==> src/hw/rtl/tup_pkg.sv <==
`timescale 1ns / 1ps
// Shared types, constants and character classification for the text to u64 parser.
// No dependencies; imported by the front end, back end, top level, checkers and bench.
package tup_pkg;

  localparam int unsigned DEF_OFFSET_BITS = 16;
  localparam int unsigned QUEUE_DEPTH     = 2;
  localparam logic [5:0]  DEF_BASE        = 6'd10;
  localparam logic [5:0]  MAX_RADIX       = 6'd36;
  localparam logic [5:0]  DIGIT_NONE      = 6'd63;
  localparam logic [63:0] ALL_ONES        = '1;

  localparam logic [7:0] CH_SPACE = 8'h20;
  localparam logic [7:0] CH_TAB   = 8'h09;
  localparam logic [7:0] CH_CR    = 8'h0d;
  localparam logic [7:0] CH_PLUS  = 8'h2b;
  localparam logic [7:0] CH_MINUS = 8'h2d;
  localparam logic [7:0] CH_0     = 8'h30;
  localparam logic [7:0] CH_9     = 8'h39;
  localparam logic [7:0] CH_UA    = 8'h41;
  localparam logic [7:0] CH_UF    = 8'h46;
  localparam logic [7:0] CH_UX    = 8'h58;
  localparam logic [7:0] CH_UZ    = 8'h5a;
  localparam logic [7:0] CH_LA    = 8'h61;
  localparam logic [7:0] CH_LF    = 8'h66;
  localparam logic [7:0] CH_LX    = 8'h78;
  localparam logic [7:0] CH_LZ    = 8'h7a;

  typedef enum logic [2:0] {
    PH_IDLE,
    PH_LEAD,
    PH_SIGNED,
    PH_ZERO,
    PH_XSEEN,
    PH_DIGITS
  } phase_t;

  typedef enum logic [1:0] {
    DS_NONE,
    DS_SOME,
    DS_OVER
  } dstat_t;

  typedef enum logic [1:0] {
    ST_OK,
    ST_RANGE,
    ST_INVALID
  } status_t;

  // Classified character as it travels from front to back
  typedef struct packed {
    logic [5:0] digit;   // 0..35, DIGIT_NONE when not alphanumeric
    logic       blank;
    logic       sign;
    logic       minus;
    logic       xchar;
    logic       hex;
    logic       starts;
    logic [5:0] base;    // number_base at the time of the transfer
  } cls_t;

  function automatic logic [5:0] digit_of(input logic [7:0] c);
    logic [7:0] d;
    d = {2'b00, DIGIT_NONE};
    if (c >= CH_0 && c <= CH_9) d = c - CH_0;
    else if (c >= CH_UA && c <= CH_UZ) d = c - (CH_UA - 8'd10);
    else if (c >= CH_LA && c <= CH_LZ) d = c - (CH_LA - 8'd10);
    return d[5:0];
  endfunction

  function automatic cls_t classify(input logic [7:0] c, input logic st,
                                    input logic [5:0] base);
    cls_t r;
    r.digit  = digit_of(c);
    r.blank  = (c == CH_SPACE) || (c >= CH_TAB && c <= CH_CR);
    r.sign   = (c == CH_PLUS) || (c == CH_MINUS);
    r.minus  = (c == CH_MINUS);
    r.xchar  = (c == CH_LX) || (c == CH_UX);
    r.hex    = (c >= CH_0 && c <= CH_9) || (c >= CH_UA && c <= CH_UF)
            || (c >= CH_LA && c <= CH_LF);
    r.starts = st;
    r.base   = base;
    return r;
  endfunction

endpackage

==> src/hw/rtl/tup_char_if.sv <==
`timescale 1ns / 1ps
// Character channel: one raw byte per transfer plus a start-of-string flag.
// No dependencies.
interface tup_char_if;
  logic       valid;
  logic       ready;
  logic [7:0] char_byte;
  logic       starts_string;

  modport source (output valid, char_byte, starts_string, input ready);
  modport sink   (input valid, char_byte, starts_string, output ready);
endinterface

==> src/hw/rtl/tup_result_if.sv <==
`timescale 1ns / 1ps
// Result channel: converted value, status code and end offset.
// No dependencies; offset width follows OFFSET_BITS.
interface tup_result_if #(parameter int unsigned OFFSET_BITS = 16);
  logic                   valid;
  logic                   ready;
  logic [63:0]            value;
  logic [1:0]             status;
  logic [OFFSET_BITS-1:0] end_offset;

  modport source (output valid, value, status, end_offset, input ready);
  modport sink   (input valid, value, status, end_offset, output ready);
endinterface

==> src/hw/rtl/tup_front.sv <==
`timescale 1ns / 1ps
// Front end: base register, character classification and offset counter.
// Depends on tup_pkg and tup_char_if.
module tup_front import tup_pkg::*; #(
  parameter int unsigned OFFSET_BITS = DEF_OFFSET_BITS
) (
  input  logic                   clk,
  input  logic                   rst,
  input  logic                   cfg_we,
  input  logic [5:0]             cfg_wdata,
  tup_char_if.sink               chars,
  output logic                   push_valid,
  input  logic                   push_ready,
  output cls_t                   push_cls,
  output logic [OFFSET_BITS-1:0] push_pos
);

  logic [5:0]             number_base;
  logic [OFFSET_BITS-1:0] char_position;
  logic [OFFSET_BITS-1:0] char_position_next;
  logic                   xfer;

  assign chars.ready = push_ready;
  assign push_valid  = chars.valid;
  assign xfer        = chars.valid && push_ready;

  assign push_pos = chars.starts_string ? '0 : char_position;
  assign push_cls = classify(chars.char_byte, chars.starts_string, number_base);

  // offset saturates at all ones
  assign char_position_next = (push_pos == '1) ? push_pos : push_pos + 1'b1;

  always_ff @(posedge clk) begin
    if (rst) begin
      number_base   <= DEF_BASE;
      char_position <= '0;
    end else begin
      if (cfg_we) number_base <= cfg_wdata;
      if (xfer) char_position <= char_position_next;
    end
  end

endmodule

==> src/hw/rtl/tup_fifo.sv <==
`timescale 1ns / 1ps
// Small register queue between the front and back ends.
// No dependencies; DEPTH must be a power of two, at least 2.
module tup_fifo #(
  parameter int unsigned WIDTH = 8,
  parameter int unsigned DEPTH = 2
) (
  input  logic             clk,
  input  logic             rst,
  input  logic             wr_valid,
  output logic             wr_ready,
  input  logic [WIDTH-1:0] wr_data,
  output logic             rd_valid,
  input  logic             rd_ready,
  output logic [WIDTH-1:0] rd_data
);

  localparam int unsigned PTR_W = $clog2(DEPTH);
  localparam int unsigned CNT_W = $clog2(DEPTH + 1);

  logic [WIDTH-1:0] slots [DEPTH];
  logic [PTR_W-1:0] wr_ptr;
  logic [PTR_W-1:0] rd_ptr;
  logic [CNT_W-1:0] count;
  logic             push;
  logic             pop;

  assign wr_ready = (count != CNT_W'(DEPTH));
  assign rd_valid = (count != '0);
  assign rd_data  = slots[rd_ptr];
  assign push     = wr_valid && wr_ready;
  assign pop      = rd_valid && rd_ready;

  always_ff @(posedge clk) begin
    if (push) slots[wr_ptr] <= wr_data;
  end

  always_ff @(posedge clk) begin
    if (rst) begin
      wr_ptr <= '0;
      rd_ptr <= '0;
      count  <= '0;
    end else begin
      if (push) wr_ptr <= wr_ptr + 1'b1;
      if (pop) rd_ptr <= rd_ptr + 1'b1;
      if (push && !pop) count <= count + 1'b1;
      else if (pop && !push) count <= count - 1'b1;
    end
  end

endmodule

==> src/hw/rtl/tup_back.sv <==
`timescale 1ns / 1ps
// Back end: parse state machine, base-N multiply-accumulate and result register.
// Depends on tup_pkg and tup_result_if.
module tup_back import tup_pkg::*; #(
  parameter int unsigned OFFSET_BITS = DEF_OFFSET_BITS
) (
  input  logic                   clk,
  input  logic                   rst,
  input  logic                   item_valid,
  output logic                   item_ready,
  input  cls_t                   item_cls,
  input  logic [OFFSET_BITS-1:0] item_pos,
  tup_result_if.source           results
);

  phase_t                 phase;
  phase_t                 phase_next;
  logic [63:0]            accumulator;
  logic [63:0]            accumulator_next;
  logic                   minus_seen;
  logic                   minus_seen_next;
  logic [5:0]             active_base;
  logic [5:0]             active_base_next;
  dstat_t                 digit_status;
  dstat_t                 digit_status_next;
  logic [OFFSET_BITS-1:0] last_pos;
  logic [OFFSET_BITS-1:0] last_pos_next;

  logic                   out_valid;
  logic [63:0]            out_value;
  status_t                out_status;
  logic [OFFSET_BITS-1:0] out_offset;

  logic                   xfer;
  logic                   active;
  phase_t                 eff_phase;
  logic [5:0]             eff_base;
  logic                   is_zero;
  logic                   first;
  logic                   first_zero;

  logic                   do_digit;
  logic [5:0]             td_base;
  logic [63:0]            td_acc;
  dstat_t                 td_ds;
  logic                   stop;
  logic [70:0]            prod;

  logic                   emit;
  logic [63:0]            emit_value;
  status_t                emit_status;
  logic [OFFSET_BITS-1:0] emit_offset;

  assign item_ready = !out_valid || results.ready;
  assign xfer       = item_valid && item_ready;
  assign active     = xfer && (item_cls.starts || phase != PH_IDLE);

  // a start marker restarts the parse at this character
  assign eff_phase  = item_cls.starts ? PH_LEAD : phase;
  assign eff_base   = item_cls.starts ? item_cls.base : active_base;
  assign is_zero    = (item_cls.digit == 6'd0);
  assign first      = (eff_phase == PH_SIGNED)
                   || (eff_phase == PH_LEAD && !item_cls.blank && !item_cls.sign);
  assign first_zero = (eff_base == 6'd0 || eff_base == 6'd16) && is_zero;

  assign prod = 71'(td_acc) * 71'(td_base) + 71'(item_cls.digit);

  // datapath and result
  always_comb begin
    accumulator_next  = item_cls.starts ? 64'd0 : accumulator;
    minus_seen_next   = item_cls.starts ? 1'b0 : minus_seen;
    active_base_next  = eff_base;
    digit_status_next = item_cls.starts ? DS_NONE : digit_status;
    last_pos_next     = item_cls.starts ? '0 : last_pos;
    do_digit          = 1'b0;
    td_base           = eff_base;
    td_acc            = accumulator_next;
    td_ds             = digit_status_next;
    stop              = 1'b0;
    emit              = 1'b0;
    emit_value        = 64'd0;
    emit_status       = ST_OK;
    emit_offset       = '0;

    if (first) begin
      if (!first_zero) begin
        td_base  = (eff_base == 6'd0) ? DEF_BASE : eff_base;
        do_digit = 1'b1;
      end
    end else begin
      case (eff_phase)
        PH_LEAD: begin
          if (item_cls.sign) minus_seen_next = item_cls.minus;
        end
        PH_ZERO: begin
          if (item_cls.xchar) begin
            last_pos_next = item_pos;
          end else begin
            td_base  = (eff_base == 6'd0) ? 6'd8 : eff_base;
            td_acc   = 64'd0;
            td_ds    = DS_SOME;
            do_digit = 1'b1;
          end
        end
        PH_XSEEN: begin
          if (item_cls.hex) begin
            td_base  = 6'd16;
            td_acc   = 64'd0;
            td_ds    = DS_NONE;
            do_digit = 1'b1;
          end else begin
            // dangling prefix: the lone zero was the number
            emit        = 1'b1;
            emit_offset = last_pos;
          end
        end
        PH_DIGITS: do_digit = 1'b1;
        default: ;
      endcase
    end

    if (do_digit) begin
      active_base_next  = td_base;
      accumulator_next  = td_acc;
      digit_status_next = td_ds;
      stop = (td_base < 6'd2) || (td_base > MAX_RADIX) || (item_cls.digit >= td_base);
      if (stop) begin
        emit = 1'b1;
        case (td_ds)
          DS_OVER: begin
            emit_value  = ALL_ONES;
            emit_status = ST_RANGE;
            emit_offset = item_pos;
          end
          DS_SOME: begin
            emit_value  = minus_seen_next ? (64'd0 - td_acc) : td_acc;
            emit_offset = item_pos;
          end
          default: emit_status = ST_INVALID;
        endcase
      end else if (td_ds != DS_OVER) begin
        // anything above bit 63 means the value no longer fits
        if (prod[70:64] != 7'd0) begin
          digit_status_next = DS_OVER;
        end else begin
          accumulator_next  = prod[63:0];
          digit_status_next = DS_SOME;
        end
      end
    end
  end

  // next phase
  always_comb begin
    phase_next = phase;
    if (active) begin
      if (first) begin
        phase_next = first_zero ? PH_ZERO : PH_DIGITS;
      end else begin
        case (eff_phase)
          PH_LEAD:   phase_next = item_cls.sign ? PH_SIGNED : PH_LEAD;
          PH_ZERO:   phase_next = item_cls.xchar ? PH_XSEEN : PH_DIGITS;
          PH_XSEEN:  phase_next = PH_DIGITS;
          PH_DIGITS: phase_next = PH_DIGITS;
          default:   phase_next = PH_IDLE;
        endcase
      end
      if (emit) phase_next = PH_IDLE;
    end
  end

  always_ff @(posedge clk) begin
    if (rst) begin
      phase        <= PH_IDLE;
      accumulator  <= 64'd0;
      minus_seen   <= 1'b0;
      active_base  <= 6'd0;
      digit_status <= DS_NONE;
      last_pos     <= '0;
      out_valid    <= 1'b0;
    end else begin
      phase <= phase_next;
      if (active) begin
        accumulator  <= accumulator_next;
        minus_seen   <= minus_seen_next;
        active_base  <= active_base_next;
        digit_status <= digit_status_next;
        last_pos     <= last_pos_next;
      end
      if (active && emit) out_valid <= 1'b1;
      else if (results.ready) out_valid <= 1'b0;
    end
  end

  always_ff @(posedge clk) begin
    if (active && emit) begin
      out_value  <= emit_value;
      out_status <= emit_status;
      out_offset <= emit_offset;
    end
  end

  assign results.valid      = out_valid;
  assign results.value      = out_value;
  assign results.status     = out_status;
  assign results.end_offset = out_offset;

endmodule

==> src/hw/rtl/text_to_u64_parser.sv <==
`timescale 1ns / 1ps
// Streaming string to unsigned 64-bit converter, top level.
// Depends on tup_pkg, tup_char_if, tup_result_if, tup_front, tup_fifo, tup_back.
//
// Usage:
//   chars   : one byte per transfer; starts_string marks the first byte of a string.
//             Feed the terminating byte (e.g. NUL) like any other: the first
//             non-digit ends the number and produces one result.
//   results : value, status (ok / range / invalid) and end_offset, at most one per string.
//   cfg_we / cfg_wdata : number_base (reset 10, 0 = detect from prefix); sampled
//             at the start of each string.
// Throughput: one character per cycle unless a held result stalls the back end; the
//   64x6 multiply-accumulate of the back end sets the pace, the front only classifies.
// Result path: the character that ends the number goes into a queue slot, and the
//   result register presents the result once the back end has taken it.
// Reset: rst (synchronous) empties the queue, drops any result and returns the
//   parser to idle; bytes without starts_string are then ignored.
// Stall: while results.ready is low the result register holds; the two-entry
//   queue keeps taking characters until it fills, then chars.ready drops.
module text_to_u64_parser import tup_pkg::*; #(
  parameter int unsigned OFFSET_BITS = DEF_OFFSET_BITS
) (
  input  logic         clk,
  input  logic         rst,
  input  logic         cfg_we,
  input  logic [5:0]   cfg_wdata,
  tup_char_if.sink     chars,
  tup_result_if.source results
);

  localparam int unsigned ITEM_W = $bits(cls_t) + OFFSET_BITS;

  logic                   push_valid;
  logic                   push_ready;
  cls_t                   push_cls;
  logic [OFFSET_BITS-1:0] push_pos;
  logic                   item_valid;
  logic                   item_ready;
  logic [ITEM_W-1:0]      item_data;
  cls_t                   item_cls;
  logic [OFFSET_BITS-1:0] item_pos;

  tup_front #(.OFFSET_BITS(OFFSET_BITS)) u_front (
    .clk        (clk),
    .rst        (rst),
    .cfg_we     (cfg_we),
    .cfg_wdata  (cfg_wdata),
    .chars      (chars),
    .push_valid (push_valid),
    .push_ready (push_ready),
    .push_cls   (push_cls),
    .push_pos   (push_pos)
  );

  tup_fifo #(.WIDTH(ITEM_W), .DEPTH(QUEUE_DEPTH)) u_queue (
    .clk      (clk),
    .rst      (rst),
    .wr_valid (push_valid),
    .wr_ready (push_ready),
    .wr_data  ({push_cls, push_pos}),
    .rd_valid (item_valid),
    .rd_ready (item_ready),
    .rd_data  (item_data)
  );

  assign item_cls = item_data[ITEM_W-1:OFFSET_BITS];
  assign item_pos = item_data[OFFSET_BITS-1:0];

  tup_back #(.OFFSET_BITS(OFFSET_BITS)) u_back (
    .clk        (clk),
    .rst        (rst),
    .item_valid (item_valid),
    .item_ready (item_ready),
    .item_cls   (item_cls),
    .item_pos   (item_pos),
    .results    (results)
  );

endmodule

==> src/flat_wrapper.sv <==
// flat-port wrapper written by rule: the top's interface ports become plain ports
module text_to_u64_parser_flat import tup_pkg::*;
#(
  parameter int unsigned OFFSET_BITS = DEF_OFFSET_BITS
)
  (clk, rst, cfg_we, cfg_wdata, chars_valid, chars_char_byte, chars_starts_string, chars_ready, results_valid, results_value, results_status, results_end_offset, results_ready);
  tup_char_if chars_i ();
  tup_result_if #(.OFFSET_BITS(OFFSET_BITS)) results_i ();
  input  logic clk;
  input  logic rst;
  input  logic cfg_we;
  input  logic [5:0] cfg_wdata;
  input wire logic [$bits(chars_i.valid)-1:0] chars_valid;
  input wire logic [$bits(chars_i.char_byte)-1:0] chars_char_byte;
  input wire logic [$bits(chars_i.starts_string)-1:0] chars_starts_string;
  output wire logic [$bits(chars_i.ready)-1:0] chars_ready;
  output wire logic [$bits(results_i.valid)-1:0] results_valid;
  output wire logic [$bits(results_i.value)-1:0] results_value;
  output wire logic [$bits(results_i.status)-1:0] results_status;
  output wire logic [$bits(results_i.end_offset)-1:0] results_end_offset;
  input wire logic [$bits(results_i.ready)-1:0] results_ready;
  assign chars_i.valid = chars_valid;
  assign chars_i.char_byte = chars_char_byte;
  assign chars_i.starts_string = chars_starts_string;
  assign chars_ready = chars_i.ready;
  assign results_valid = results_i.valid;
  assign results_value = results_i.value;
  assign results_status = results_i.status;
  assign results_end_offset = results_i.end_offset;
  assign results_i.ready = results_ready;
  text_to_u64_parser #(.OFFSET_BITS(OFFSET_BITS)) u_core (.clk(clk), .rst(rst), .cfg_we(cfg_we), .cfg_wdata(cfg_wdata), .chars(chars_i), .results(results_i));
endmodule
==> config.mk <==
export PLATFORM = sky130hd
export DESIGN_NAME = text_to_u64_parser_flat
export DESIGN_NICKNAME = d
export VERILOG_FILES = /design/src/hw/rtl/tup_pkg.sv /design/src/hw/rtl/tup_char_if.sv /design/src/hw/rtl/tup_result_if.sv /design/src/hw/rtl/tup_front.sv /design/src/hw/rtl/tup_fifo.sv /design/src/hw/rtl/tup_back.sv /design/src/hw/rtl/text_to_u64_parser.sv /design/src/flat_wrapper.sv
export SDC_FILE = /design/constraint.sdc
export NUM_CORES = 2
export LEC_CHECK = 0
export BUFFER_PORTS_ARGS = -buffer_cell sky130_fd_sc_hd__buf_2
export CAP_MARGIN = 5
export CORE_MARGIN = 2
export CORE_UTILIZATION = 64
export DETAILED_ROUTE_END_ITERATION = 7
export GPL_TIMING_DRIVEN = 0
export PLACE_DENSITY = 0.82
export REMOVE_ABC_BUFFERS = 1
export SYNTH_ARGS = -nofsm -noshare
export SYNTH_HDL_FRONTEND = slang
export SYNTH_SLANG_ARGS = --single-unit
export TNS_END_PERCENT = 5
==> constraint.sdc <==
create_clock -name clk -period 9.6 [get_ports clk]
set_clock_uncertainty 0.05 [all_clocks]
set_input_delay 0.96 -clock clk [delete_from_list [all_inputs] [get_ports clk]]
set_output_delay 0.96 -clock clk [all_outputs]
set_load 0.01 [all_outputs]
# Word-level counts from Yosys, hierarchy flattened
# Memories as Yosys holds them, arrays and structs flattened. A register that Yosys moved wholly into a read port is not among the register bits.
# Index checks and enable logic that the tools add are counted.
# classes
n_addsub	10
n_mul	1
div	0
magnitude_cmp	13
eq_ne	16
shift	0
n_mux	74
bitwise_logic	0
n_reduce_logical	41
# ops
operator	count
64-bit 2-to-1 mux	9
64-bit case mux with 2 select lines	2
16-bit 2-to-1 mux	12
70-bit by 6-bit adder with 71-bit output	1
64-bit by 6-bit multiplier with 70-bit output	1
6-bit 2-to-1 mux	11
1-bit by 64-bit subtractor with 64-bit output (first input constant)	1
8-bit by 7-bit less-or-equal comparator with 1-bit output (second input constant)	4
8-bit by 6-bit == test with 1-bit output (second input constant)	3
2-bit 2-to-1 mux	11
1-bit 2-to-1 mux	20
16-bit by 1-bit adder with 16-bit output (second input constant)	1
16-bit == test (second input constant)	1
8-bit by 7-bit == test with 1-bit output (second input constant)	2
8-bit by 7-bit greater-or-equal comparator with 1-bit output (second input constant)	2
1-bit logical AND	15
6-bit logical NOT	2
3-bit 2-to-1 mux	4
6-bit case mux with 2 select lines	1
6-bit subtractor (second input constant)	2
1-bit logical OR	11
3-bit case mux with 3 select lines	1
8-bit by 4-bit greater-or-equal comparator with 1-bit output (second input constant)	1
8-bit by 6-bit greater-or-equal comparator with 1-bit output (second input constant)	1
24 further kinds	36
# word_totals
reg_bits	201
latch_bits	0
ram_bits	68
mem_bits_ro	0
in_bits	20
out_inout_bits	84
n_memories	1
# mem_list
memory	words	word_bits	read_ports	rd_clocked_by_memory_dff	write_ports	line	text
u_core.u_queue.slots	2	34	1	1	1	tup_fifo.sv:21	logic [WIDTH-1:0] slots [DEPTH];

# Logic depth before layout (Yosys ltp)
# logic_depth
depth_word	13
depth_mapped	32
depth_no_buf	27

# Hierarchy
# A second synthesis with hierarchy kept.
# hier_totals
cells_unflattened	2909
hier_area_um2	26223.9
# by_module_without_submodules
module	instances	cells_each	area_each_um2	seq_area_each_um2
tup_back	1	2544	21743.4	4324.1
tup_fifo	1	130	2675.1	2142.1
tup_front	1	235	1805.5	440.4

# Least setup slack after synthesis
# OpenSTA, ideal clock, no wires.
# synth_path
path_kind	reg-to-reg
startpoint	register with a tool-made name
endpoint	register u_core.u_back.accumulator[40]
setup_time_ps	122
t_arrival_ps	8315
required_ps	9428
setup_slack_ps	1113
path_stages_with_launch	31
n_path_buf	9
period_less_slack_ps	8487
cell_sequence	dfxtp_1 -> buf_4 -> mux2i_1 -> clkbuf_1 -> o31a_1 -> and2_1 -> clkbuf_1 -> buf_2 -> buf_2 -> clkbuf_1 -> buf_1 -> nand3_1 -> fa_1 -> fa_1 -> inv_1 -> fa_1 -> inv_1 -> fa_1 -> inv_1 -> ha_1 -> a21o_1 -> a311oi_1 -> or4b_2 -> a2111oi_2 -> o2111ai_1 -> nand3_1 -> nand4bb_1 -> or4_4 -> buf_6 -> buf_6 -> a221o_1
# synth_lines
element	line	text
to (signal assigned)	tup_back.sv:184	accumulator <= accumulator_next;
to (decl)	tup_back.sv:18	logic [63:0] accumulator;

==> reports/results.txt <==
antenna-violating nets left - 0
Logic pwr share - 39.4%
dpl cells - 3429
Syn-to-layout area delta - 7.639%
hpwl dp - 60240 um
P_int - 2.524 mW
Setup WS pre-CTS - -1525 ps
Achievable Freq - 105.6 MHz
share of layout cells above drive strength 1 - 9.469%
CTS tree - yes
LEAKAGE - 13.34 nW
most frequent cells in the layout - nor2_1 (392), fa_1 (252), nand2_1 (233), and3_1 (217), a21oi_1 (217)
Synth warnings - 0
worst reg2reg setup slack - 130 ps
fin. max-slew vios - 0
Final #Nets - 3375
hold_ws - 398.0 ps
Post-synth ARST share - 0%
Synth top area share - 18.72%
element type at the critical path end - register
largest area contributor in the netlist - fa_1
#FFs+latches synth - 270
post-synthesis sequential area ratio - 25.63%
Synth cell types - 90
CTS Hold Buffers Added - 0
Worst Setup Slack, final - 132.0 ps
Worst Setup Start Kind - register
Hold Crit Class - reg -> reg
I/O Buffers - 103
Max VDD drop - 0.0002235 V
fill count - 3139
Max clock buf depth - 3
Wirelength per Cell - 24.23 um
Initial Util - 64.52%
Mapped Cells - 2995
FP Rows - 75
switching part of the total power - 43.42%
RePlAce Congestion - 0.9641
commonest non-fill, non-tap cell in the layout - nor2_1
clock network fraction of total power - 29.1%
final cell count without fillers - 3497
clk_lat worst skew - 630 ps
GR Util All Layers - 38.43%
# H-tree levels - 1
CP required - 10120 ps
Clock transition at path regs - 70 ps
hold_sp - u_core.u_front.number_base[3]
maxcap violations - 0
Crit Reg-Reg Endpoint - u_core.u_back.accumulator[52]
Setup Viol. Count Final - 0
die area - 43760 um^2
Die H - 209.2 um
CTS Buf Count - 31
status - complete, no violations
Routed WL - 84740 um
RSZ-0062 raised after global routing - false
die width - 209.2 um
initial antenna violation count - 2
R2R depth - 21
num ports - 104
Via Count - 24330
worst hold path cell count - 0
vias in the first global route - 24290
Final min period - 9468 ps
CP Class - reg -> reg
Slew @ Worst Pin - 1201 ps
Avg Cell Area, Syn - 8.997 um^2
global-route wire length before repair - 132800 um
CP Data Arrival Time - 9990 ps
detailed router's first-iteration violation count - 3071
core region area - 41760 um^2
largest net degree at the start of global routing - 120
Seq pwr share - 31.6%
final hold vios - 0
total gr overflow - 0
Post-synth EDFFs - 150
Primary FF master, synth - edfxtp_1
CTS Root Cell - clkbuf_16
Synth Cell Area - 26940 um^2
ranking of synthesized cells by area - fa_1 (19%), edfxtp_1 (17%), dfxtp_1 (8.9%)
residual DRC count - 0
switching pwr - 1.937 mW
Pre-Repair DR Iteration Count - 8
period utilization - 98.62%
Sink Count - 270
CP max FO - 40
Vias per Instance - 6.957
worst-case hold path end point - u_core.u_queue.slots[0][19]
PD cells - 153.8 nW/um^2
Setup TNS Final - 0 ps
Max transition margin - 19.96%
[per-stage QoR]
stage / util, % / instance area (um^2) / power, mW
6_report: 69.45 / 29000 / 4.461
4_1_cts: 69.20 / 28900 / 4.349
3_5_place_dp: 66.41 / 27730 / 3.031
5_1_grt: 69.45 / 29000 / 4.565
3_3_place_gp: 65.11 / 27190 / 2.815
2_1_floorplan: - / 26000 / 2.247
[routing by layer]
layer	share of wire (%)	routed length, um	vias up	GRT usage (%)
met3	11	9329	356	8.702
met5	0.018	15	-	0
met4	6.1	5204	2	20.91
li1	-	-	10600	-
met1	37	31500	11730	48.48
met2	46	38690	1636	61.70
[synth_stat cells (8+ instances only)]
library cell,instances
a32o_1,17
nor4b_1,8
buf_4,8
xor2_1,54
o21ai_0,119
a21oi_1,219
o21bai_1,8
nor2b_1,21
nor2_1,395
o211ai_1,17
a211oi_1,22
nand2_1,236
a22oi_1,17
nor3b_1,8
dfxtp_1,120
and2_1,17
o31ai_1,17
buf_2,17
xnor2_1,62
nor3_1,66
nand3_1,42
fa_1,252
a21o_1,32
or3_1,18
edfxtp_1,150
o21a_1,23
nand4_1,42
and4_1,12
buf_1,15
nor4_1,24
mux2_2,24
ha_1,171
a211o_1,8
inv_1,78
clkbuf_1,188
a21boi_0,8
a31oi_1,28
or4_1,13
a22o_1,59
and3_1,218
mux2i_1,17
nand2b_1,14
[worst max-delay path, stage by stage, from the launching register on]
cell       delay, ps
dfxtp_4          530
mux2_2           480
nor4_4           210
buf_4            280
or2_2            800
inv_2            670
and3_1           430
fa_1             520
fa_1             470
fa_1             510
ha_1             310
ha_1             460
nand4_1          330
or4_1            590
or4_1            450
a21oi_1          320
o41ai_2          170
a311oi_1         320
nand4bb_1        220
nor3_2           310
nor3b_4          700
a22o_1           230
[how the worst max path moves through the flow]
stage | startpoint | end | slack (ps) | cells after the start
2_1_floorplan | register | u_core.u_back.accumulator[10] | -4280 | 20
3_3_place_gp | register | u_core.u_back.accumulator[60] | -10770 | 20
3_5_place_dp | register | u_core.u_back.accumulator[3] | -1520 | 27
4_1_cts | register | u_core.u_back.accumulator[22] | 110 | 28
5_1_grt | register | u_core.u_back.accumulator[52] | 20 | 22
6_report | register | u_core.u_back.accumulator[52] | 130 | 21
[kinds of logic after synthesis]
| group | count (synthesis) | synth area share (%) |
|---|---|---|
| muxes | 41 | 1.635 |
| and+or+nand+nor | 1168 | 21.41 |
| xor gates and xnor gates | 116 | 3.771 |
| AOI/OAI and AO/OA | 665 | 16.26 |
| DFF | 270 | 25.63 |
| adders and majority gates | 423 | 26.66 |
| buffers and inverters | 312 | 4.625 |
[flip-flops by register name, summed over array words and instances, names as in the netlist, named ones only]
name / cells
u_core.u_back.accumulator: 64
u_core.u_back.active_base: 6
u_core.u_back.digit_status: 2
u_core.u_back.last_pos: 16
u_core.u_back.minus_seen: 1
u_core.u_back.phase: 3
u_core.u_back.results.end_offset: 16
u_core.u_back.results.status: 2
u_core.u_back.results.valid: 1
u_core.u_back.results.value: 64
u_core.u_front.char_position: 16
u_core.u_front.number_base: 6
u_core.u_queue.count: 2
u_core.u_queue.rd_ptr: 1
u_core.u_queue.slots: 68
u_core.u_queue.wr_ptr: 1
[power by group through the flow]
stage	combinational, mW	clock [mW]	sequential, mW
floorplan	0.804	0	1.44
global placement	1.37	0	1.45
detailed placement	1.59	0	1.44
CTS	1.63	1.30	1.42
global route	1.81	1.33	1.42
finish	1.76	1.30	1.41
[area by class of cell]
class | instances | area [um^2] | area share, %
clock buffer | 35 | 820.8 | 2.830
inverter | 80 | 307.8 | 1.061
tap | 539 | 674.4 | 2.325
clock inverter | 23 | 277.8 | 0.9577
timing repair buffer | 134 | 1045 | 3.602
multi-input combinational | 2415 | 18960 | 65.39
sequential | 270 | 6910 | 23.83
antenna | 1 | 2.502 | 0.008628
[timing repair]
item / 4_1_cts / 5_1_grt
pin swaps: 3 / 1
endpoints found under the hold margin: 0 / 0
gates cloned: 2 / 0
resized for setup: 8 / 7
setup endpoints to repair: 66 / 63
buffers inserted: 2 / 5
Power figures use the tool's default switching activity.
